<file path="src/rtl/tcg_pkg.sv">
// Shared types, constants and the 5x7 font table for the text cursor glyph renderer.
// No dependencies; every other file imports this package.
package tcg_pkg;

    localparam int DEF_LINE_WIDTH_CHARS = 20;
    localparam int DEF_LINE_COUNT       = 20;

    localparam logic [1:0] MODE_PRINT       = 2'd0;
    localparam logic [1:0] MODE_SET_CURSOR  = 2'd1;
    localparam logic [1:0] MODE_CENTER_LINE = 2'd2;

    localparam logic REG_FOREGROUND = 1'b0;
    localparam logic REG_BACKGROUND = 1'b1;

    localparam logic [7:0] FIRST_CODE    = 8'd32;
    localparam logic [7:0] LAST_CODE     = 8'd126;
    localparam logic [7:0] FALLBACK_CODE = 8'd63;

    localparam logic [15:0] FOREGROUND_RESET = 16'hFFFF;
    localparam logic [15:0] BACKGROUND_RESET = 16'h0000;

    localparam logic [3:0] LAST_CELL_ROW = 4'd15;
    localparam logic [1:0] LAST_GROUP    = 2'd2;

    // One queued cell: five font columns (bit 0 is the top font row) and its origin
    typedef struct packed {
        logic [4:0][6:0] cols;
        logic [7:0]      origin_x;
        logic [8:0]      origin_y;
    } tcg_job_t;

    // Queue status seen by both sides
    typedef struct packed {
        logic full;
        logic valid;
    } tcg_q_status_t;

    // Font columns in order, column 0 in the top byte
    function automatic logic [39:0] tcg_glyph(input logic [6:0] idx);
        logic [39:0] g;
        case (idx)
            7'd0:  g = 40'h0000000000;
            7'd1:  g = 40'h00005F0000;
            7'd2:  g = 40'h0007000700;
            7'd3:  g = 40'h147F147F14;
            7'd4:  g = 40'h242A7F2A12;
            7'd5:  g = 40'h2313086462;
            7'd6:  g = 40'h3649552250;
            7'd7:  g = 40'h0005030000;
            7'd8:  g = 40'h001C224100;
            7'd9:  g = 40'h0041221C00;
            7'd10: g = 40'h14083E0814;
            7'd11: g = 40'h08083E0808;
            7'd12: g = 40'h0050300000;
            7'd13: g = 40'h0808080808;
            7'd14: g = 40'h0060600000;
            7'd15: g = 40'h2010080402;
            7'd16: g = 40'h3E5149453E;
            7'd17: g = 40'h00427F4000;
            7'd18: g = 40'h4261514946;
            7'd19: g = 40'h2141454B31;
            7'd20: g = 40'h1814127F10;
            7'd21: g = 40'h2745454539;
            7'd22: g = 40'h3C4A494930;
            7'd23: g = 40'h0171090503;
            7'd24: g = 40'h3649494936;
            7'd25: g = 40'h064949291E;
            7'd26: g = 40'h0036360000;
            7'd27: g = 40'h0056360000;
            7'd28: g = 40'h0814224100;
            7'd29: g = 40'h1414141414;
            7'd30: g = 40'h0041221408;
            7'd31: g = 40'h0201510906;
            7'd32: g = 40'h324979413E;
            7'd33: g = 40'h7E1111117E;
            7'd34: g = 40'h7F49494936;
            7'd35: g = 40'h3E41414122;
            7'd36: g = 40'h7F4141221C;
            7'd37: g = 40'h7F49494941;
            7'd38: g = 40'h7F09090901;
            7'd39: g = 40'h3E4149497A;
            7'd40: g = 40'h7F0808087F;
            7'd41: g = 40'h00417F4100;
            7'd42: g = 40'h2040413F01;
            7'd43: g = 40'h7F08142241;
            7'd44: g = 40'h7F40404040;
            7'd45: g = 40'h7F020C027F;
            7'd46: g = 40'h7F0408107F;
            7'd47: g = 40'h3E4141413E;
            7'd48: g = 40'h7F09090906;
            7'd49: g = 40'h3E4151215E;
            7'd50: g = 40'h7F09192946;
            7'd51: g = 40'h4649494931;
            7'd52: g = 40'h01017F0101;
            7'd53: g = 40'h3F4040403F;
            7'd54: g = 40'h1F2040201F;
            7'd55: g = 40'h3F4038403F;
            7'd56: g = 40'h6314081463;
            7'd57: g = 40'h0708700807;
            7'd58: g = 40'h6151494543;
            7'd59: g = 40'h007F414100;
            7'd60: g = 40'h0204081020;
            7'd61: g = 40'h0041417F00;
            7'd62: g = 40'h0402010204;
            7'd63: g = 40'h4040404040;
            7'd64: g = 40'h0001020400;
            7'd65: g = 40'h2054545478;
            7'd66: g = 40'h7F48444438;
            7'd67: g = 40'h3844444420;
            7'd68: g = 40'h384444487F;
            7'd69: g = 40'h3854545418;
            7'd70: g = 40'h087E090102;
            7'd71: g = 40'h0C5252523E;
            7'd72: g = 40'h7F08040478;
            7'd73: g = 40'h00447D4000;
            7'd74: g = 40'h2040443D00;
            7'd75: g = 40'h7F10284400;
            7'd76: g = 40'h00417F4000;
            7'd77: g = 40'h7C04180478;
            7'd78: g = 40'h7C08040478;
            7'd79: g = 40'h3844444438;
            7'd80: g = 40'h7C14141408;
            7'd81: g = 40'h081414187C;
            7'd82: g = 40'h7C08040408;
            7'd83: g = 40'h4854545420;
            7'd84: g = 40'h043F444020;
            7'd85: g = 40'h3C4040207C;
            7'd86: g = 40'h1C2040201C;
            7'd87: g = 40'h3C4030403C;
            7'd88: g = 40'h4428102844;
            7'd89: g = 40'h0C5050503C;
            7'd90: g = 40'h4464544C44;
            7'd91: g = 40'h0008364100;
            7'd92: g = 40'h00007F0000;
            7'd93: g = 40'h0041360800;
            7'd94: g = 40'h1008081008;
            default: g = 40'h0000000000;
        endcase
        return g;
    endfunction

endpackage

</file>
<file path="src/rtl/tcg_queue.sv">
// Two-entry job queue between the front end and the cell sequencer.
// Depends on tcg_pkg.
module tcg_queue
    import tcg_pkg::*;
(
    input  logic          clk,
    input  logic          rst_n,
    input  logic          push,
    input  tcg_job_t      push_job,
    input  logic          pop,
    output tcg_job_t      head_job,
    output tcg_q_status_t status
);

    tcg_job_t   entries_reg [2];
    logic       wr_ptr_reg;
    logic       rd_ptr_reg;
    logic [1:0] count_reg;
    logic [1:0] count_next;

    assign status.full  = (count_reg == 2'd2);
    assign status.valid = (count_reg != 2'd0);
    assign head_job     = entries_reg[rd_ptr_reg];

    always_comb
    begin
        case ({push, pop})
            2'b10:   count_next = count_reg + 2'd1;
            2'b01:   count_next = count_reg - 2'd1;
            default: count_next = count_reg;
        endcase
    end

    always_ff @(posedge clk or negedge rst_n)
    begin
        if (!rst_n)
        begin
            wr_ptr_reg <= 1'b0;
            rd_ptr_reg <= 1'b0;
            count_reg  <= 2'd0;
        end
        else
        begin
            count_reg <= count_next;
            if (push)
            begin
                wr_ptr_reg <= ~wr_ptr_reg;
            end
            if (pop)
            begin
                rd_ptr_reg <= ~rd_ptr_reg;
            end
        end
    end

    always_ff @(posedge clk)
    begin
        if (push)
        begin
            entries_reg[wr_ptr_reg] <= push_job;
        end
    end

`ifndef SYNTHESIS
    a_count_bound: assert property (@(posedge clk) disable iff (!rst_n)
        count_reg <= 2'd2)
        else $error("job queue overflow");

    a_no_pop_empty: assert property (@(posedge clk) disable iff (!rst_n)
        pop |-> count_reg != 2'd0)
        else $error("job queue popped while empty");
`endif

endmodule

</file>
<file path="config.mk">
export PLATFORM = sky130hd
export DESIGN_NAME = tcg_queue
export DESIGN_NICKNAME = d
export VERILOG_FILES = /design/src/rtl/tcg_pkg.sv /design/src/rtl/tcg_queue.sv
export SDC_FILE = /design/constraint.sdc
export NUM_CORES = 1
export LEC_CHECK = 0
export BUFFER_PORTS_ARGS = -buffer_cell sky130_fd_sc_hd__buf_2
export CAP_MARGIN = 25
export CELL_PAD_IN_SITES_DETAIL_PLACEMENT = 0
export CELL_PAD_IN_SITES_GLOBAL_PLACEMENT = 2
export CORE_MARGIN = 2
export CORE_UTILIZATION = 42
export CTS_CLUSTER_DIAMETER = 60
export CTS_CLUSTER_SIZE = 16
export DETAILED_ROUTE_END_ITERATION = 8
export PLACE_DENSITY = 0.88
export SLEW_MARGIN = 20
export SYNTH_ARGS = -nofsm -noshare
export SYNTH_HDL_FRONTEND = slang
export SYNTH_SLANG_ARGS = --single-unit
</file>
<file path="constraint.sdc">
create_clock -name clk -period 5.1 [get_ports clk]
set_input_delay 0.51 -clock clk [delete_from_list [all_inputs] [get_ports clk]]
set_output_delay 0.51 -clock clk [all_outputs]
set_load 0.1 [all_outputs]
</file>
Word level (Yosys, flattened, before mapping)
Memory sizes are Yosys's and may differ from the RTL's.
Cells that the tools add are included.
Cells by class
  add/sub/neg operators: 2
  eq/ne operators: 3
  muxes and demuxes: 3
  bitwise logic cells: 2
  reduce and logical (&&, ||, !) cells: 2
Operators by type and width (number)
  $eq A2 B2 Y1 const B: 2
  $pmux W2 S2: 1
  $reduce_bool A2 Y1: 2
  $add A2 B1 Y2 const B: 1
  $eq A2 B1 Y1 const B: 1
  $mux W1: 2
  $not A1 Y1: 2
  $sub A2 B1 Y2 const B: 1
Word-level totals
  bits in registers: 4
  bits in writable memories: 104
  input bits: 56
  logic and storage cells: 16
  memories: 1
Memory list
  entries_reg: words 2, width 52, rd ports 1, clocked after memory_dff 0, wr ports 1, RTL line tcg_queue.sv:15  | tcg_job_t entries_reg [2];

Logic depth before layout (Yosys ltp)
Gate-level depths: netlist of run 1.
  word-level depth: 2
  mapped depth: 5
  depth with buffers taken out: 5

Least setup slack after synthesis of run 1
Ideal clock, no wire load.
  path kind: input -> register
  from: input port push
  to: memory entries_reg[0][0] (netlist bit) (enable)
  arrival: 2.751 ns
  slack: 1.886 ns
  stages on the path: 2
  path buffers: 0
  cell sequence: inv_1 > nor2_1
On the way
  word-level cells in the longest chain between the ends: 2
RTL lines
  start, declared: RTL line tcg_queue.sv:8  | input logic push,
  $mux W1: RTL line tcg_queue.sv:58  | if (push)
  $mux W1 (implied by the code): RTL line tcg_queue.sv:60  | entries_reg[wr_ptr_reg] <= push_job;
  end, declared: RTL line tcg_queue.sv:15
No other way between the ends.

==> run_results.csv, run 1 <==
group,metric,value,unit
logic_synthesis,ys_top_cells_by_area,"edfxtp_1, mux2_4, buf_12",
logic_synthesis,syn_inst,178,
logic_synthesis,synth_top_area_frac,0.745,
grt,gr-usage-met3,0.0382,
clocking,clk_pin_slew,0.09,ns
grt,grt_max_degree,54,
route,drtAntennaViolNets,0,
grt,met1_usage,0.153,
worst_setup_path,timing.rr.end,"entries_reg[0][35]",
timing,fin_crit_sh,0.529,
floorplanning,core_area,0.00973,mm2
worst_setup_path,critPathArrivalTime,2.19,ns
logic_synthesis,synth_top_family_by_area,"multiplexers",
route,drt_iter0_markers,93,
grt,antenna_found_initial,0,
logic_synthesis,yosys.area_share.adder,0.00299,
layout,regArea,0.00323,mm2
logic_synthesis,yosysWarnings,0,
run_status,status,"complete, no violations",
worst_setup_path,rrSetupSlack,3.21,ns
worst_setup_path,cp.required,4.59,ns
grt,met2_usage,0.210,
floorplanning,io_pins,110,
layout,design_area,0.00503,mm2
grt,grt_pass1_vias,2134,
worst_hold_path,holdPathStages,1,
worst_setup_path,criticalPathCategory,"flip-flop to output pin",
timing,min_period,2.70,ns
place,port-buffer-count,109,
timing,finalClockSkew,0.00846,ns
clocking,cts_setup_buffers,0,
layout,nNetsFinal,352,
layout,final_cell_count_no_fill,432,
logic_synthesis,ys_ff_latch,108,
grt,gr-total-overflow,0,
floorplanning,die-area,0.0108,mm2
clocking,clock_path_buffers,2,
run,drv_cap,0,
worst_setup_path,rr_worst_depth,2,
timing,hold_viol,0,
place,place_congestion,0.612,
grt,track_usage,0.127,
place,dp_hpwl,4280,um
worst_setup_path,path_max_fanout,53,
logic_synthesis,yosys.area_share.simple,0.00627,
layout,drive_above_1_share,0.602,
clocking,cts-resized-gates,0,
floorplanning,die_x,104,um
layout,largest_register_ffs,104,
logic_synthesis,syn-cell-area,0.00419,mm2
timing,maxSlewHeadroom,0.345,
logic_synthesis,yosys.area.top_type,"edfxtp_1",
timing,tns,0,ns
clocking,htree_levels,3,
route,drtPass1Iterations,4,
clocking,cts_root_buffer,"clkbuf_8",
logic_synthesis,syn_nets,235,
place,pre_cts_slack,2.76,ns
timing,max_freq,371,MHz
layout,multi_input_area,861,um2
layout,nFillCells,833,
timing,timing.final.ws_setup,2.40,ns
floorplanning,die_h,104,um
timing,finalMaxSlewViolations,0,
route,drc_errors,0,
logic_synthesis,synth_xor_area_frac,0.0105,
worst_setup_path,endpoint_kind,"output pin",
route,finalWirelength,6570,um
layout,diodes,0,
logic_synthesis,ys_types,14,
grt,grt_busiest_layer,"met2",
timing,tightestPinTransition,0.982,ns
worst_setup_path,worst_setup_path_start_kind,"flip-flop",
clocking,clock_sinks,108,
clocking,clock_latency,0.35,ns
worst_setup_path,r2r_start,"wr_ptr_reg",
logic_synthesis,avgSynthCellArea,23.5,um2
route,vias,1959,
clocking,hold_buffers,1,
floorplanning,rows,36,
logic_synthesis,synth-compound-area-share,0,
timing,setup_viol,0,
clocking,numCtsBuffers,9,
worst_hold_path,hold_path.class,"primary input to flip-flop",
floorplanning,initial_core_util,0.431,
worst_hold_path,hp-start,"push_job[41]",
grt,grt_pass1_wl,10600,um
route,routed_via_density,4.53,
timing,rsz0062_at_grt,"false",
place,post_dp_cell_area,0.00482,mm2
worst_hold_path,whs_endpoint,"entries_reg[0][41]",
logic_synthesis,synthMuxAreaShare,0.184,
route,routedWlPerCell,15.2,um
place,dp.cells,416,
clocking,cts_tree,"built",
logic_synthesis,yosysSeqAreaShare,0.769,
layout,areaGrowthSynthToFinish,20.2,%
==> area by class of cell <==
type	count	share of cell area
multi-input combinational	63	0.171
clock inverter	4	0.0149
clock buffer	11	0.0261
timing repair buffer	112	0.113
tap	133	0.0331
sequential	108	0.641
inverter	1	0.000746
==> synth_stat cells <==
master,count
and2_1,1
buf_12,5
buf_6,1
dfrtp_1,4
edfxtp_1,104
ha_1,1
inv_1,1
mux2_2,3
mux2_4,49
nor2_1,2
nor2b_1,1
or2_2,1
xnor2_1,2
xor2_1,3
==> layout by cell type, fill, tap and decap left out, drive strengths merged <==
cell type,n
buf,111
edfxtp,104
mux2,52
clkbuf,11
dfrtp,4
xor2,3
xnor2,2
clkinvlp,2
bufinv,2
nor2,2
and2,1
or2,1
inv,1
nor2b,1
ha,1
dlygate4sd3,1
==> worst max-delay path by stage <==
| stage | from | end | slack [ns] |
|---|---|---|---|
| floorplan | push | entries_reg[0][0] | 1.89 |
| CTS | rd_ptr_reg | head_job[31] | 2.36 |
| finish | rd_ptr_reg | head_job[32] | 2.40 |
| global route | rd_ptr_reg | head_job[51] | 2.28 |
| detailed placement | rd_ptr_reg | head_job[47] | 2.76 |
| global placement | rd_ptr_reg | head_job[46] | 2.77 |
==> per-layer routing <==
| metal | routed length (um) | vias to the layer above |
|---|---|---|
| li1 | - | 925 |
| met1 | 2730 | 957 |
| met2 | 3320 | 68 |
| met3 | 407 | 9 |
| met4 | 108 | 0 |
| met5 | 0 | - |
==> cells by family after synthesis <==
family | Yosys count
xor+xnor | 5
fa+ha+maj | 1
buf+inv | 7
flops | 108
mux | 52
simple gates | 5
==> through the flow <==
stage / hold WS (ns) / util
2_1_floorplan: 0.214 / -
3_3_place_gp: 0.317 / 0.495
3_5_place_dp: 0.318 / 0.495
4_1_cts: 0.310 / 0.517
5_1_grt: 0.309 / 0.517
6_report: 0.338 / 0.517
==> critical path: stages, from the launching register on <==
cell	delay (ns)
dfrtp_4	1.08
mux2_4	0.30
buf_2	0.42
Power of run 1 is not shown: default switching activity piles up to over one toggle a cycle in this logic, so the estimate is an artifact.
==> run 2: changes to the inputs <==
Settings changed: ABC_AREA from default to 1, CORE_UTILIZATION 42 to 34, PLACE_DENSITY 0.88 to 0.81.
Clock period 5.1 ns to 2.5 ns, I/O delays scaled along.
==> run_results.csv, run 2 <==
group,metric,value,unit
logic_synthesis,synth.most_common_cell,"edfxtp_1",
grt,grt_pass1_wl,11600,um
worst_setup_path,cp.required,2.25,ns
logic_synthesis,syn_nets,352,
floorplanning,core_area,0.0116,mm2
layout,multi_input_area,543,um2
clocking,cts_setup_buffers,0,
grt,track_usage,0.119,
logic_synthesis,synth_edf_count,104,
logic_synthesis,synthTopCellsByCount,"edfxtp_1, inv_1, nand2_1",
clocking,cts_root_buffer,"clkbuf_16",
worst_setup_path,critPathArrivalTime,1.87,ns
logic_synthesis,ys_top_cells_by_area,"edfxtp_1, inv_1, nand2_1",
worst_setup_path,path_cells,"buf_4 -> o21ai_0 -> buf_2",
grt,antenna_found_initial,0,
logic_synthesis,syn-cell-area,0.00406,mm2
floorplanning,rows,39,
layout,largest_register_ffs,104,
worst_setup_path,rrSetupSlack,1.11,ns
timing,rsz0062_at_grt,"false",
route,drc_errors,0,
clocking,hold_buffers,1,
layout,regArea,0.00322,mm2
route,vias,2403,
grt,gr-total-overflow,0,
route,finalWirelength,7090,um
worst_setup_path,path_max_fanout,54,
logic_synthesis,yosys.area.top_type,"edfxtp_1",
logic_synthesis,syn_inst,295,
floorplanning,die_x,113,um
logic_synthesis,async_reset_ff_frac,0.0370,
grt,grt_pass1_vias,2456,
logic_synthesis,synth_flop_cell,"edfxtp_1",
clocking,numCtsBuffers,9,
route,routed_via_density,4.30,
route,drtAntennaViolNets,0,
route,drtPass1Iterations,4,
worst_setup_path,cpMaxStageDelayCell,"buf_2",
worst_hold_path,hold_path.class,"primary input to flip-flop",
timing,setup_viol,0,
floorplanning,io_pins,110,
clocking,cts_tree,"built",
layout,areaGrowthSynthToFinish,24.9,%
run_status,status,"complete, no violations",
clocking,clock_latency,0.34,ns
floorplanning,die_h,113,um
clocking,htree_levels,3,
grt,grt_max_degree,55,
layout,most-common-layout-cells,"buf_2, edfxtp_1, nand2_1",
layout,utilization,0.439,
place,place_congestion,0.701,
timing,maxSlewHeadroom,0.669,
logic_synthesis,yosysSeqAreaShare,0.793,
place,port-buffer-count,109,
route,routedWlPerCell,12.7,um
worst_setup_path,critPathMaxStageDelay,0.50,ns
route,drt_iter0_markers,103,
layout,nNetsFinal,468,
logic_synthesis,ys_types,15,
worst_setup_path,worst_setup_path_start_kind,"flip-flop",
timing,tightestPinTransition,0.500,ns
run,drv_cap,0,
logic_synthesis,yosysWarnings,0,
place,dp_hpwl,4730,um
clocking,clock_sinks,108,
worst_setup_path,worst-path-buf-inv,2,
timing,min_period,2.12,ns
timing,finalMaxSlewViolations,0,
worst_setup_path,criticalPathCategory,"flip-flop to output pin",
layout,mostFrequentLayoutCell,"buf_2",
timing,hold_viol,0,
timing,fin_crit_sh,0.848,
logic_synthesis,ys_ff_latch,108,
logic_synthesis,synth_top_area_frac,0.768,
clocking,clk_pin_slew,0.07,ns
floorplanning,die-area,0.0128,mm2
layout,drive_above_1_share,0.320,
timing,finalClockSkew,0.00434,ns
timing,max_freq,472,MHz
layout,nFillCells,1087,
worst_setup_path,cp_top_family,"buffers and inverters",
layout,diodes,0,
clocking,clock_path_buffers,2,
floorplanning,initial_core_util,0.351,
clocking,cts-resized-gates,0,
logic_synthesis,avgSynthCellArea,13.8,um2
worst_setup_path,endpoint_kind,"output pin",
==> run 2: changes by cell type in the layout (fill, tap and decap cells not counted), moves of 9 or more <==
cell       before  now
nand2_1         0   58
mux2_4         49    0
clkbuf_8        9    0
inv_1           1   57
o21ai_1         0   16
clkbuf_16       0    9
o21ai_0         0   36
==> run 2: final timing paths <==
path / endpoint / start / depth (start not counted)
max: head_job[17] / rd_ptr_reg / 3
min: entries_reg[1][8] / push_job[8] / 1
max reg2reg: entries_reg[1][40] / wr_ptr_reg / 3
min reg2reg: count_reg[1] / count_reg[1] / 2
max in group asynchronous: rd_ptr_reg / rst_n / 2
min in group asynchronous: count_reg[0] / rst_n / 2
==> run 2: cells by family after synthesis <==
kind of cell               count (synthesis)  share of synthesized area
AOI/OAI and AO/OA                         52                     0.0640
and+or+nand+nor                           62                     0.0582
buffers and inverters                     69                     0.0751
adders and majority gates                  1                    0.00308
xor gates and xnor gates                   3                    0.00647
DFF                                      108                      0.793
==> run 2: layout make-up <==
cell class	count	area share
clock inverters	7	0.0148
clock buffers	9	0.0444
inverters	58	0.0429
flip-flops and latches	108	0.635
multi-input cells	118	0.107
repair buffers	116	0.121
well taps	143	0.0352
==> run 2: worst register-to-register path, stage by stage, from the launching register on <==
cell and delay, ns:
dfrtp_1 0.42, nand2_1 0.08, inv_2 0.30, buf_4 0.29
==> run 2: layer usage <==
metal,wire length (um),global-route usage,part of all wire
met3,455,0.0332,0.064
met4,155,0.0634,0.022
met2,3400,0.197,0.48
met1,3080,0.140,0.43
met5,0,0,0
==> run 2: metrics by stage <==
stage	TNS [ns]	setup slack, ns	hold WS (ns)	std cells	cell area, um2
global placement	0	0.749	0.0641	542	4770
finish	0	0.379	0.0913	559	5080
CTS	0	0.357	0.0769	559	5080
global route	0	0.228	0.0757	559	5080
floorplan	-16.94	-0.471	-0.0456	295	4070
detailed placement	0	0.732	0.0659	542	4770
Power of run 2 is left out for the same reason.
