File: src/rtl/tcg_pkg.sv
// Shared types, constants and the 5x7 font table for the text cursor glyph renderer.
// No dependencies; every other file imports this package.
package tcg_pkg;

    localparam int DEF_LINE_WIDTH_CHARS = 20;
    localparam int DEF_LINE_COUNT       = 20;

    localparam logic [1:0] MODE_PRINT       = 2'd0;
    localparam logic [1:0] MODE_SET_CURSOR  = 2'd1;
    localparam logic [1:0] MODE_CENTER_LINE = 2'd2;

    localparam logic REG_FOREGROUND = 1'b0;
    localparam logic REG_BACKGROUND = 1'b1;

    localparam logic [7:0] FIRST_CODE    = 8'd32;
    localparam logic [7:0] LAST_CODE     = 8'd126;
    localparam logic [7:0] FALLBACK_CODE = 8'd63;

    localparam logic [15:0] FOREGROUND_RESET = 16'hFFFF;
    localparam logic [15:0] BACKGROUND_RESET = 16'h0000;

    localparam logic [3:0] LAST_CELL_ROW = 4'd15;
    localparam logic [1:0] LAST_GROUP    = 2'd2;

    // One queued cell: five font columns (bit 0 is the top font row) and its origin
    typedef struct packed {
        logic [4:0][6:0] cols;
        logic [7:0]      origin_x;
        logic [8:0]      origin_y;
    } tcg_job_t;

    // Queue status seen by both sides
    typedef struct packed {
        logic full;
        logic valid;
    } tcg_q_status_t;

    // Font columns in order, column 0 in the top byte
    function automatic logic [39:0] tcg_glyph(input logic [6:0] idx);
        logic [39:0] g;
        case (idx)
            7'd0:  g = 40'h0000000000;
            7'd1:  g = 40'h00005F0000;
            7'd2:  g = 40'h0007000700;
            7'd3:  g = 40'h147F147F14;
            7'd4:  g = 40'h242A7F2A12;
            7'd5:  g = 40'h2313086462;
            7'd6:  g = 40'h3649552250;
            7'd7:  g = 40'h0005030000;
            7'd8:  g = 40'h001C224100;
            7'd9:  g = 40'h0041221C00;
            7'd10: g = 40'h14083E0814;
            7'd11: g = 40'h08083E0808;
            7'd12: g = 40'h0050300000;
            7'd13: g = 40'h0808080808;
            7'd14: g = 40'h0060600000;
            7'd15: g = 40'h2010080402;
            7'd16: g = 40'h3E5149453E;
            7'd17: g = 40'h00427F4000;
            7'd18: g = 40'h4261514946;
            7'd19: g = 40'h2141454B31;
            7'd20: g = 40'h1814127F10;
            7'd21: g = 40'h2745454539;
            7'd22: g = 40'h3C4A494930;
            7'd23: g = 40'h0171090503;
            7'd24: g = 40'h3649494936;
            7'd25: g = 40'h064949291E;
            7'd26: g = 40'h0036360000;
            7'd27: g = 40'h0056360000;
            7'd28: g = 40'h0814224100;
            7'd29: g = 40'h1414141414;
            7'd30: g = 40'h0041221408;
            7'd31: g = 40'h0201510906;
            7'd32: g = 40'h324979413E;
            7'd33: g = 40'h7E1111117E;
            7'd34: g = 40'h7F49494936;
            7'd35: g = 40'h3E41414122;
            7'd36: g = 40'h7F4141221C;
            7'd37: g = 40'h7F49494941;
            7'd38: g = 40'h7F09090901;
            7'd39: g = 40'h3E4149497A;
            7'd40: g = 40'h7F0808087F;
            7'd41: g = 40'h00417F4100;
            7'd42: g = 40'h2040413F01;
            7'd43: g = 40'h7F08142241;
            7'd44: g = 40'h7F40404040;
            7'd45: g = 40'h7F020C027F;
            7'd46: g = 40'h7F0408107F;
            7'd47: g = 40'h3E4141413E;
            7'd48: g = 40'h7F09090906;
            7'd49: g = 40'h3E4151215E;
            7'd50: g = 40'h7F09192946;
            7'd51: g = 40'h4649494931;
            7'd52: g = 40'h01017F0101;
            7'd53: g = 40'h3F4040403F;
            7'd54: g = 40'h1F2040201F;
            7'd55: g = 40'h3F4038403F;
            7'd56: g = 40'h6314081463;
            7'd57: g = 40'h0708700807;
            7'd58: g = 40'h6151494543;
            7'd59: g = 40'h007F414100;
            7'd60: g = 40'h0204081020;
            7'd61: g = 40'h0041417F00;
            7'd62: g = 40'h0402010204;
            7'd63: g = 40'h4040404040;
            7'd64: g = 40'h0001020400;
            7'd65: g = 40'h2054545478;
            7'd66: g = 40'h7F48444438;
            7'd67: g = 40'h3844444420;
            7'd68: g = 40'h384444487F;
            7'd69: g = 40'h3854545418;
            7'd70: g = 40'h087E090102;
            7'd71: g = 40'h0C5252523E;
            7'd72: g = 40'h7F08040478;
            7'd73: g = 40'h00447D4000;
            7'd74: g = 40'h2040443D00;
            7'd75: g = 40'h7F10284400;
            7'd76: g = 40'h00417F4000;
            7'd77: g = 40'h7C04180478;
            7'd78: g = 40'h7C08040478;
            7'd79: g = 40'h3844444438;
            7'd80: g = 40'h7C14141408;
            7'd81: g = 40'h081414187C;
            7'd82: g = 40'h7C08040408;
            7'd83: g = 40'h4854545420;
            7'd84: g = 40'h043F444020;
            7'd85: g = 40'h3C4040207C;
            7'd86: g = 40'h1C2040201C;
            7'd87: g = 40'h3C4030403C;
            7'd88: g = 40'h4428102844;
            7'd89: g = 40'h0C5050503C;
            7'd90: g = 40'h4464544C44;
            7'd91: g = 40'h0008364100;
            7'd92: g = 40'h00007F0000;
            7'd93: g = 40'h0041360800;
            7'd94: g = 40'h1008081008;
            default: g = 40'h0000000000;
        endcase
        return g;
    endfunction

endpackage

File: src/rtl/tcg_back.sv
// Cell sequencer: walks the 16 pixel rows by 3 groups of a queued cell into an output register.
// Depends on tcg_pkg.
module tcg_back
    import tcg_pkg::*;
(
    input  logic          clk,
    input  logic          rst_n,
    input  tcg_job_t      head_job,
    input  logic          head_valid,
    output logic          head_pop,
    input  logic [15:0]   fg_color,
    input  logic [15:0]   bg_color,
    output logic          out_valid,
    input  logic          out_take,
    output logic [7:0]    origin_x,
    output logic [8:0]    origin_y,
    output logic [3:0]    cell_row,
    output logic [1:0]    group_index,
    output logic [15:0]   pixel_first,
    output logic [15:0]   pixel_second,
    output logic [15:0]   pixel_third,
    output logic [15:0]   pixel_fourth,
    output logic          last_of_cell
);

    logic [3:0]       row_reg;
    logic [3:0]       row_next;
    logic [1:0]       grp_reg;
    logic [1:0]       grp_next;
    logic             out_valid_reg;
    logic             out_valid_next;
    logic [7:0]       ox_reg;
    logic [8:0]       oy_reg;
    logic [3:0]       row_out_reg;
    logic [1:0]       grp_out_reg;
    logic [3:0][15:0] pix_reg;
    logic             last_reg;

    logic             emit;
    logic             cell_done;
    logic [2:0]       fy;
    logic [3:0][15:0] pix_calc;

    function automatic logic font_bit(input logic [4:0][6:0] cols,
                                      input logic [2:0] fx, input logic [2:0] fy_in);
        logic [6:0] col;
        case (fx)
            3'd0:    col = cols[0];
            3'd1:    col = cols[1];
            3'd2:    col = cols[2];
            3'd3:    col = cols[3];
            3'd4:    col = cols[4];
            default: col = 7'd0;
        endcase
        return (fy_in != 3'd7) && col[fy_in];
    endfunction

    assign emit      = head_valid && (!out_valid_reg || out_take);
    assign cell_done = (row_reg == LAST_CELL_ROW) && (grp_reg == LAST_GROUP);
    assign head_pop  = emit && cell_done;
    assign fy        = row_reg[3:1];

    always_comb
    begin
        for (int i = 0; i < 4; i++)
        begin
            pix_calc[i] = font_bit(head_job.cols, {grp_reg, 1'b0} + 3'(i >> 1), fy)
                          ? fg_color : bg_color;
        end

        row_next = row_reg;
        grp_next = grp_reg;
        if (emit)
        begin
            if (grp_reg == LAST_GROUP)
            begin
                grp_next = 2'd0;
                row_next = row_reg + 4'd1;
            end
            else
            begin
                grp_next = grp_reg + 2'd1;
            end
        end

        if (emit)
        begin
            out_valid_next = 1'b1;
        end
        else if (out_take)
        begin
            out_valid_next = 1'b0;
        end
        else
        begin
            out_valid_next = out_valid_reg;
        end
    end

    always_ff @(posedge clk or negedge rst_n)
    begin
        if (!rst_n)
        begin
            row_reg       <= 4'd0;
            grp_reg       <= 2'd0;
            out_valid_reg <= 1'b0;
        end
        else
        begin
            row_reg       <= row_next;
            grp_reg       <= grp_next;
            out_valid_reg <= out_valid_next;
        end
    end

    always_ff @(posedge clk)
    begin
        if (emit)
        begin
            ox_reg      <= head_job.origin_x;
            oy_reg      <= head_job.origin_y;
            row_out_reg <= row_reg;
            grp_out_reg <= grp_reg;
            pix_reg     <= pix_calc;
            last_reg    <= cell_done;
        end
    end

    assign out_valid    = out_valid_reg;
    assign origin_x     = ox_reg;
    assign origin_y     = oy_reg;
    assign cell_row     = row_out_reg;
    assign group_index  = grp_out_reg;
    assign pixel_first  = pix_reg[0];
    assign pixel_second = pix_reg[1];
    assign pixel_third  = pix_reg[2];
    assign pixel_fourth = pix_reg[3];
    assign last_of_cell = last_reg;

`ifndef SYNTHESIS
    a_grp_range: assert property (@(posedge clk) disable iff (!rst_n)
        grp_reg <= LAST_GROUP)
        else $error("group counter out of range");

    a_last_at_end: assert property (@(posedge clk) disable iff (!rst_n)
        out_valid_reg && last_reg |-> row_out_reg == LAST_CELL_ROW
                                     && grp_out_reg == LAST_GROUP)
        else $error("end of cell flagged mid-cell");

    a_idle_at_start: assert property (@(posedge clk) disable iff (!rst_n)
        !head_valid |-> row_reg == 4'd0 && grp_reg == 2'd0)
        else $error("sequencer mid-cell without a job");
`endif

endmodule

File: config.mk
export PLATFORM = sky130hd
export DESIGN_NAME = tcg_back
export DESIGN_NICKNAME = d
export VERILOG_FILES = /design/src/rtl/tcg_pkg.sv /design/src/rtl/tcg_back.sv
export SDC_FILE = /design/constraint.sdc
export NUM_CORES = 1
export LEC_CHECK = 0
export BUFFER_PORTS_ARGS = -buffer_cell sky130_fd_sc_hd__buf_2
export CORE_UTILIZATION = 44
export DETAILED_ROUTE_END_ITERATION = 8
export PLACE_DENSITY = 0.88
export SLEW_MARGIN = 20
export SYNTH_ARGS = -nofsm -noshare
export SYNTH_HDL_FRONTEND = slang
export SYNTH_SLANG_ARGS = --single-unit
File: constraint.sdc
create_clock -name clk -period 2.8 [get_ports clk]
set_input_delay 0.28 -clock clk [delete_from_list [all_inputs] [get_ports clk]]
set_output_delay 0.28 -clock clk [all_outputs]
set_load 0.03 [all_outputs]
## After elaboration in Yosys (flattened, before gate mapping)

Index checks and enable logic that the tools add are counted.
W data, S select, Z words.

- Register bits: 63
- Bits in latches: 0
- Memory bits (writable): 0
- ROM bits: 0
- Output and inout bits: 90
- Word-level logic and storage cells: 44
- Memories: 0

- Add/sub/neg operators: 3
- Multipliers: 0
- Div/mod/pow operators: 0
- $lt $le $gt $ge: 1
- Equality and inequality tests: 8
- Shift operators: 0
- Muxes and demuxes: 11
- Bitwise gates (word level): 0
- Reduce and logical (&&, ||, !) cells: 11

Operators with widths:

| operator | count |
|---|---|
| $pmux W7 S5 | 1 |
| $mux W16 | 2 |
| $pmux W7 S3 | 1 |
| $bmux W1 S3 | 2 |
| $eq A3 B2 Y1 const B | 2 |
| $logic_not A3 Y1 | 2 |
| $logic_and A1 B1 Y1 | 5 |
| $add A4 B1 Y4 const B | 1 |
| $eq A4 B4 Y1 const B | 1 |
| $lt A3 B4 Y1 const B | 1 |
| $mux W1 | 4 |
| $add A3 B1 Y3 const B | 1 |
| $eq A3 B1 Y1 const B | 1 |
| $eq A3 B3 Y1 const B | 1 |
| $ne A3 B3 Y1 const B | 1 |
| $add A2 B1 Y2 const B | 1 |
| $eq A2 B1 Y1 const B | 1 |
| $eq A2 B2 Y1 const B | 1 |
| $mux W2 | 1 |
| $reduce_and A2 Y1 | 1 |
| $reduce_bool A2 Y1 | 1 |
| $logic_not A1 Y1 | 1 |
| $logic_or A1 B1 Y1 | 1 |

## Logic depth before layout (Yosys ltp)

Gate-level depths: netlist of the first run.

- Word-level depth: 7
- Gate-level depth with buffers: 8

## Least setup slack after synthesis of the first run

Ideal clock, no wire load.

- Path kind: register to register
- Start point: reg out_valid_reg, in the netlist out_valid
- End point: reg row_out_reg[0], in the netlist cell_row[0] (enable)
- Setup time: 411 ps
- Data arrival time: 1831 ps
- Required time: 2389 ps
- Setup slack: 558 ps
- Stages on the path, launching flop included: 4
- Buffers on the path: 0
- Clock period less this slack: 2242 ps
- Path through: dfrtp_1 nand2b_1 nand2_1 inv_1

- Cells in the longest elaborated chain, start to end: 3

Ends and longest elaborated chain:

| element | line | RTL |
|---|---|---|
| start, declared | tcg_back.sv:30 | `logic out_valid_reg;` |
| start signal, assigned | tcg_back.sv:112 | `out_valid_reg <= out_valid_next;` |
| $logic_not A1 Y1 | tcg_back.sv:58 | `assign emit = head_valid && (!out_valid_reg \|\| out_take);` |
| $logic_or A1 B1 Y1 | tcg_back.sv:58 |  |
| $logic_and A1 B1 Y1 | tcg_back.sv:58 |  |
| via emit | tcg_back.sv:39 | `logic emit;` |
| end signal, assigned | tcg_back.sv:122 | `row_out_reg <= row_reg;` |
| end, declared | tcg_back.sv:34 | `logic [3:0] row_out_reg;` |

The timed path passes the listed nets, and every way through them passes these cells.
A chain may end at the register's enable or synchronous reset.

==> summary.md, run 1 <==
| Metric | Value |
|---|---|
| Cell Pwr Density | `1070 nW/µm²` |
| Mapped Area | `3120 µm²` |
| VDD IR-drop max | `~0.62 mV` |
| Share of layout cells above drive strength 1 | `between 60% and 70%` |
| Comb pwr share | `48.1%` |
| Async SR Flop Fraction | `11.1%` |
| Pleak | `1.83 nW` |
| Net count after synthesis | `286` |
| CTS tree | `yes` |
| CTS buffer count | `9` |
| Startpoint Class | `register` |
| Met2 Usage GRT | `33.0%` |
| Relative slew slack | `29.6%` |
| Commonest cells in the netlist | `edfxtp_1 (56), buf_4 (33), mux2_4 (21)` |
| Filler cells | `540` |
| Critical path's slowest cell | `dfrtp_1` |
| Met1 GRT Util | `18.0%` |
| # resized after CTS | `0` |
| Yosys top cell by area | `edfxtp_1` |
| Critical path peak fanout | `16` |
| Core ar. | `6830 µm²` |
| Count leader, synth | `edfxtp_1` |
| Switching share of power | `37.8%` |
| Area of the multi-input gates | `932 µm²` |
| EDFF count, synth | `56` |
| IO Port Bufs | `177` |
| RSZ-0062 raised after global routing | `false` |
| Setup ws final | `0.255 ns` |
| Most used cell along the critical path | `buf_4` |
| All-Layer GR Usage | `between 15 and 20%` |
| First drt pass iteration count | `4` |
| Final WL | `between 6000 and 7000 µm` |
| Reg2Reg Launch Point | `grp_reg[0]$_DFFE_PN0P_` |
| I/O pin total | `178` |
| Critical Path Start | `grp_reg[0]$_DFFE_PN0P_` |
| GP Congestion | `0.757` |
| Global-route track usage on met3 | `4.33%` |
| Initial Utilization | `45.6%` |
| Sequential Power Share | `33.8%` |
| Flop-to-flop setup slack | `0.26 ns` |
| Setup violators final | `0` |
| Diode count | `0` |
| Max Freq | `between 0.3 and 0.4 GHz` |
| Max clock buf depth | `2` |
| Total Neg Setup Slack | `0 ns` |
| Syn avg cell area | `15.8 µm²` |
| CTS Sinks | `63` |
| Initial antenna violation count | `0` |
| CP Data Required Time | `between 2 and 3 ns` |
| R2R cell count | `7` |
| WS Path Type | `reg2reg` |
| Worst Skew | `0.0108 ns` |
| H-Tree Depth | `3` |
| Synth Warn # | `0` |
| Cells after Synth | `197` |
| Largest net degree at the start of global routing | `31` |
| Pins Over Slew Limit | `0` |
| CP endpoint kind | `register` |
| Least-Margin Pin Slew | `1.06 ns` |
| Main flop type after synthesis | `edfxtp_1` |
| DP HPWL | `just over 5000 µm` |
| Area contributors post-synth | `edfxtp_1 (54%), mux2_4 (10%), buf_4 (7.9%)` |
| Max_cap viols | `0` |
| Worst EP arrival | `2.62 ns` |
| Worst reg2reg path endpoint | `pixel_first[0]$_DFFE_PP_` |
| Int Power | `0.00272 W` |
| Top-area cell type share of the netlist area | `54.0%` |
| GRT busiest layer | `met2` |
| Crit path to | `pixel_first[0]$_DFFE_PP_` |
| Clock transition at path regs | `0.07 ns` |
| Yosys cell types | `37` |
| DIE WIDTH | `about 86 µm` |
| Congestion Overflow GR | `0` |
| Clk pwr share | `18.1%` |
| Status | `complete, no violations` |
| Avg Vias per Cell | `approximately 4.8` |
| DRT iter0 DRCs | `45` |
| HP Class | `in2reg` |
| Post-synthesis sequential area ratio | `59.6%` |
| Vias in the first global route | `2129` |
| Root Driver | `clkbuf_8` |
| Worst stage delay on the critical path | `approximately 0.53 ns` |
| DR WL/cell | `14.5 µm` |
| P&R area growth vs syn | `30.6%` |
| Fin nets | `440` |
| Final worst path period share | `90.9%` |
| Cell area after layout | `4070 µm²` |
| Post-route ant nets | `0` |
| Clk_lat worst skew | `approximately 0.33 ns` |
| Hold violation count in the final report | `0` |
| Worst path cell trace | `buf_4 -> nor2b_4 -> a22oi_1 -> a211o_2 -> a32oi_4 -> buf_4 -> mux2_2` |
| FF+latch area | `1860 µm²` |
| DRC Markers | `0` |
| Pre-CTS setup slack | `0.197 ns` |
| First-pass GRT wire length | `9740 µm` |
| Net Sw Power | `between 0.0015 and 0.002 W` |
| Die area | `7420 µm²` |
| Die H | `86.2 µm` |
| Cell Rows | `30` |
| Min cycle time layout | `2.54 ns` |
| Flops & latches, synth | `63` |
| Placed cell area | `3860 µm²` |
| Via Count | `2166` |
==> worst min-delay path by stage <==
stage / from / end / slack [ns] / depth (start not counted)
2_1_floorplan: rst_n / grp_reg[0]$_DFFE_PN0P_ / -0.02 / 0
3_3_place_gp: rst_n / row_reg[3]$_DFFE_PN0P_ / 0.12 / 1
3_5_place_dp: rst_n / row_reg[3]$_DFFE_PN0P_ / 0.12 / 1
4_1_cts: head_job[5] / origin_y[5]$_DFFE_PP_ / 0.1 / 1
5_1_grt: head_job[5] / origin_y[5]$_DFFE_PP_ / 0.1 / 1
6_report: head_job[14] / origin_x[5]$_DFFE_PP_ / 0.12 / 1
==> power groups by stage <==
stage	Combinational [W]	Sequential, W	Clock, W
detailed placement	0.00212	0.00150	0
global route	0.00223	0.00151	0.000854
CTS	0.00213	0.00148	0.000815
floorplan	0.00164	0.00171	0
finish	0.00210	0.00148	0.000790
global placement	0.00207	0.00149	0
==> area by class of cell <==
cell class                 count  share of cell area [%]
sequential                    63                    45.6
timing repair buffer         184                    23.4
multi-input combinational     91                    22.9
clock buffer                  13                    3.90
tap                           96                    2.95
clock inverter                 3                    1.04
inverter                       2                   0.184
==> critical path, delay by kind of cell (launching register included) <==
kind	cells	cell delay (ns)
compound gates	3	0.66
buf+inv	2	0.55
flops	1	0.53
mux	1	0.37
simple gates	1	0.16
==> cells by family (layout without fill, tap and decap cells) <==
family / count (synthesis) / in the layout / share of synthesized area (%)
simple gates: 25 / 25 / 4.22
flops: 63 / 63 / 59.6
buf+inv: 43 / 202 / 10.5
xor+xnor: 3 / 3 / 0.843
mux: 45 / 45 / 19.2
fa+ha+maj: 1 / 1 / 0.401
compound gates: 17 / 17 / 5.22
==> layout by cell type, fill, tap and decap left out, drive strengths merged, types with 2 or more instances in the layout <==
| cell | count |
|---|---|
| edfxtp | 56 |
| inv | 2 |
| nand3b | 3 |
| mux2 | 36 |
| mux4 | 2 |
| nand2b | 3 |
| buf | 183 |
| dfrtp | 7 |
| o2bb2ai | 2 |
| mux2i | 7 |
| nand2 | 10 |
| clkbuf | 13 |
| a221oi | 2 |
| o21ai | 3 |
| o211ai | 2 |
| xnor2 | 2 |
| nor2 | 4 |
==> timing repair <==
action / 4_1_cts / 5_1_grt
buffers inserted: 0 / 0
endpoints found under the hold margin: 7 / 0
hold buffers: 1 / 0
setup endpoints to repair: 0 / 0
==> per-layer routing <==
| layer | share of wire (%) | up-vias |
|---|---|---|
| met3 | 7.4 | 13 |
| met1 | 36 | 1016 |
| li1 | - | 1012 |
| met4 | 2.2 | 0 |
| met5 | 0 | - |
| met2 | 54 | 125 |
==> per-stage QoR <==
step / utilization, % / std cells / total power (W) / hold WS [ns]
2_1_floorplan: - / 197 / 0.00335 / -0.0156
3_3_place_gp: 56.5 / 435 / 0.00356 / 0.120
3_5_place_dp: 56.5 / 435 / 0.00363 / 0.121
4_1_cts: 59.6 / 452 / 0.00442 / 0.0974
5_1_grt: 59.6 / 452 / 0.00459 / 0.0957
6_report: 59.6 / 452 / 0.00437 / 0.122
Power figures use the tool's default switching activity.
==> run 2, diff against run 1 <==
ABC_AREA = 1   (was unset)
CORE_ASPECT_RATIO = 1.25   (was unset)
CORE_UTILIZATION = 45   (was 44)
PLACE_DENSITY = 0.89   (was 0.88)
==> run 2 against run 1 <==
Against the previous run:
- design area grew 0.40%
- worst hold slack gained 0.0022 ns
- synthesized cell count grew 61%
- sequential power grew 7%
- clock power shrank 3.0%
- global-route usage grew 3.2 points
- largest power group unchanged
- highest routed layer unchanged
==> summary.md, run 2 <==
| Metric | Value |
|---|---|
| Status | `complete, no violations` |
| Relative slew slack | `58.8% (+29 points)` |
| Vias in the first global route | `2535 (+19%)` |
| Final worst path period share | `77.0% (-14 points)` |
| HP Class | `in2reg` |
| DP HPWL | `5950 µm (+16%)` |
| Top-area cell type share of the netlist area | `52.7% (-1.3 points)` |
| Net count after synthesis | `407 (+42%)` |
| I/O pin total | `178 (unchanged)` |
| Clock transition at path regs | `0.07 ns (about the same)` |
| Fin nets | `556 (+26%)` |
| Die H | `96.2 µm (+12%)` |
| Worst Skew | `0.00592 ns (-0.00488 ns)` |
| Die area | `7440 µm² (+0.16%)` |
| Mapped Area | `3190 µm² (+2.4%)` |
| Critical path peak fanout | `17 (+1)` |
| Largest net degree at the start of global routing | `31 (unchanged)` |
| Worst stage delay on the critical path | `0.55 ns (+0.02 ns)` |
| Yosys top cell by area | `edfxtp_1` |
| Commonest non-fill, non-tap cell in the layout | `buf_2` |
| Yosys cell types | `25 (-32%)` |
| Cells after Synth | `318 (+61%)` |
| VDD IR-drop max | `0.581 mV (-5.8%)` |
| Count leader, synth | `nand2_1` |
| Least-Margin Pin Slew | `0.617 ns (-0.438 ns)` |
| # resized after CTS | `0 (unchanged)` |
| Post-synthesis sequential area ratio | `58.2% (-1.4 points)` |
| Cell Pwr Density | `1210 nW/µm² (+13%)` |
| CTS tree | `yes` |
| DRT iter0 DRCs | `149 (+230%)` |
| Diode count | `0 (unchanged)` |
| Setup Fix Bufs, Post-CTS | `0 (unchanged)` |
| EDFF count, synth | `56 (unchanged)` |
| First-pass GRT wire length | `11800 µm (+21%)` |
| All-Layer GR Usage | `21.1% (+3.2 points)` |
| Clk_lat worst skew | `0.32 ns (about the same)` |
| Share of layout cells above drive strength 1 | `46.0% (-21 points)` |
| Avg Vias per Cell | `4.95 (+3.3%)` |
| Pins Over Slew Limit | `0 (unchanged)` |
| Crit path max-delay family | `simple AND/OR/NAND/NOR gates` |
| Main flop type after synthesis | `edfxtp_1` |
| Root Driver | `clkbuf_8` |
| CP Data Required Time | `2.88 ns (about the same)` |
| Max_cap viols | `0 (unchanged)` |
| GP Congestion | `0.768 (+1.5%)` |
| Core ar. | `6690 µm² (-2.1%)` |
| Worst path cell trace | `nor2_4 -> nand2_1 -> nand3_1 -> nand2_1 -> nand2_1 -> inv_1 -> nand2_2 -> o21ai_4 -> nand2_1 -> nand2_1` |
| Total Neg Setup Slack | `0 ns (unchanged)` |
| Min cycle time layout | `2.16 ns (-0.388 ns)` |
| Cell Rows | `33 (+10%)` |
| Startpoint Class | `register` |
| CTS Sinks | `63 (unchanged)` |
| P&R area growth vs syn | `28.1%` |
| Setup violators final | `0 (unchanged)` |
| Congestion Overflow GR | `0 (unchanged)` |
| Worst EP arrival | `2.23 ns (-0.39 ns)` |
| Initial antenna violation count | `0 (unchanged)` |
| Most frequent cells in the layout | `buf_2 (177), nand2_1 (110), edfxtp_1 (56), nand3_1 (54), inv_1 (10)` |
| Commonest cells in the netlist | `nand2_1 (110), edfxtp_1 (56), nand3_1 (54)` |
| Syn avg cell area | `10.0 µm² (-37%)` |
| Pleak | `2.05 nW (+12%)` |
| Post-route ant nets | `0 (unchanged)` |
| Critical path's slowest cell | `dfrtp_1` |
| DRC Markers | `0 (unchanged)` |
| DR WL/cell | `13.7 µm (-5.2%)` |
| DIE WIDTH | `77.3 µm (-10%)` |
| Final WL | `7680 µm (+17%)` |
| Max clock buf depth | `2 (unchanged)` |
| WS Path Type | `reg2reg` |
| Synth Warn # | `0 (unchanged)` |
| Hold violation count in the final report | `0 (unchanged)` |
| Async SR Flop Fraction | `11.1% (unchanged)` |
| Flops & latches, synth | `63 (unchanged)` |
| Fin util | `61.1% (+1.5 points)` |
| Area contributors post-synth | `edfxtp_1 (53%), nand2_1 (13%), nand3_1 (8.5%)` |
| Most used cell along the critical path | `nand2_1` |
| First drt pass iteration count | `5 (+1)` |
| CTS buffer count | `9 (unchanged)` |
| Initial Utilization | `47.7% (+2.1 points)` |
| Via Count | `2766 (+28%)` |
| CP endpoint kind | `register` |
| RSZ-0062 raised after global routing | `false` |
| IO Port Bufs | `177 (unchanged)` |
| CP bufs+invs | `1 (-1)` |
| H-Tree Depth | `3 (unchanged)` |
| Max Freq | `0.464 GHz (+18%)` |
==> run 2: changes by cell type in the layout (fill, tap and decap cells not counted), moves of 5 or more <==
cell and change:
mux2i_1 -7, mux2_2 -14, buf_4 -5, mux2_4 -21
inv_1 +9, nand2_1 +100, nand2_2 +6, nand3_1 +53
==> run 2: cell type report <==
class	count	area [µm²]
clock buffers	9	124
clock inverters	7	72.6
fillers	559	2600
inverters	17	68.8
multi-input cells	197	941
flip-flops and latches	63	1860
well taps	87	109
repair buffers	179	916
==> run 2: logic make-up after synthesis <==
family          after synthesis  share of synthesized area (%)
simple gates                183                           26.0
flops                        63                           58.2
buf+inv                      58                           12.3
compound gates               10                           2.27
xor+xnor                      3                          0.823
fa+ha+maj                     1                          0.392
==> run 2: timing repair <==
item / in CTS / in global routing
endpoints found under the setup margin: 0 / 0
hold buffers: 1 / 0
hold endpoints to repair: 7 / 0
==> run 2: stage by stage <==
stage                     instance area, µm²  total power (W)  worst slack, ns  hold WS, ns  instances
after global placement                  3880          0.00411            0.750        0.118        542
after CTS                               4090          0.00496            0.658        0.108        559
after floorplan                         3190          0.00384            0.232      -0.0156        318
after global routing                    4090          0.00529            0.403       0.0943        559
final                                   4090          0.00495            0.643        0.124        559
after detailed placement                3880          0.00420            0.681        0.123        542
==> run 2: worst paths after layout <==
check                                       startpoint                       end  slack [ns]  depth (start not counted)
worst max-delay path            grp_reg[0]$_DFFE_PN0P_  pixel_first[2]$_DFFE_PP_        0.64                         10
max in group asynchronous                        rst_n    row_reg[1]$_DFFE_PN0P_        2.33                          2
worst min register to register  row_reg[3]$_DFFE_PN0P_     cell_row[3]$_DFFE_PP_        0.51                          0
worst min-delay path                       head_job[1]     origin_y[1]$_DFFE_PP_        0.12                          1
min in group asynchronous                        rst_n     out_valid$_DFFE_PN0P_        0.31                          2
worst max register to register  grp_reg[0]$_DFFE_PN0P_  pixel_first[2]$_DFFE_PP_        0.64                         10
==> run 2: layer usage <==
layer | global-route usage, % | up-vias | wire (µm) | share of wire, %
met4 | 8.96 | 0 | 90 | 1.2
li1 | - | 1332 | - | -
met3 | 6.82 | 9 | 724 | 9.4
met1 | 22.2 | 1239 | 2790 | 36
met5 | 0 | - | 0 | 0
met2 | 38.6 | 186 | 4070 | 53
==> run 2: where the power goes <==
part           switching, W  internal (W)
logic               0.00189      0.000707
clock network      0.000354      0.000412
registers          0.000179       0.00141
total               0.00242       0.00253
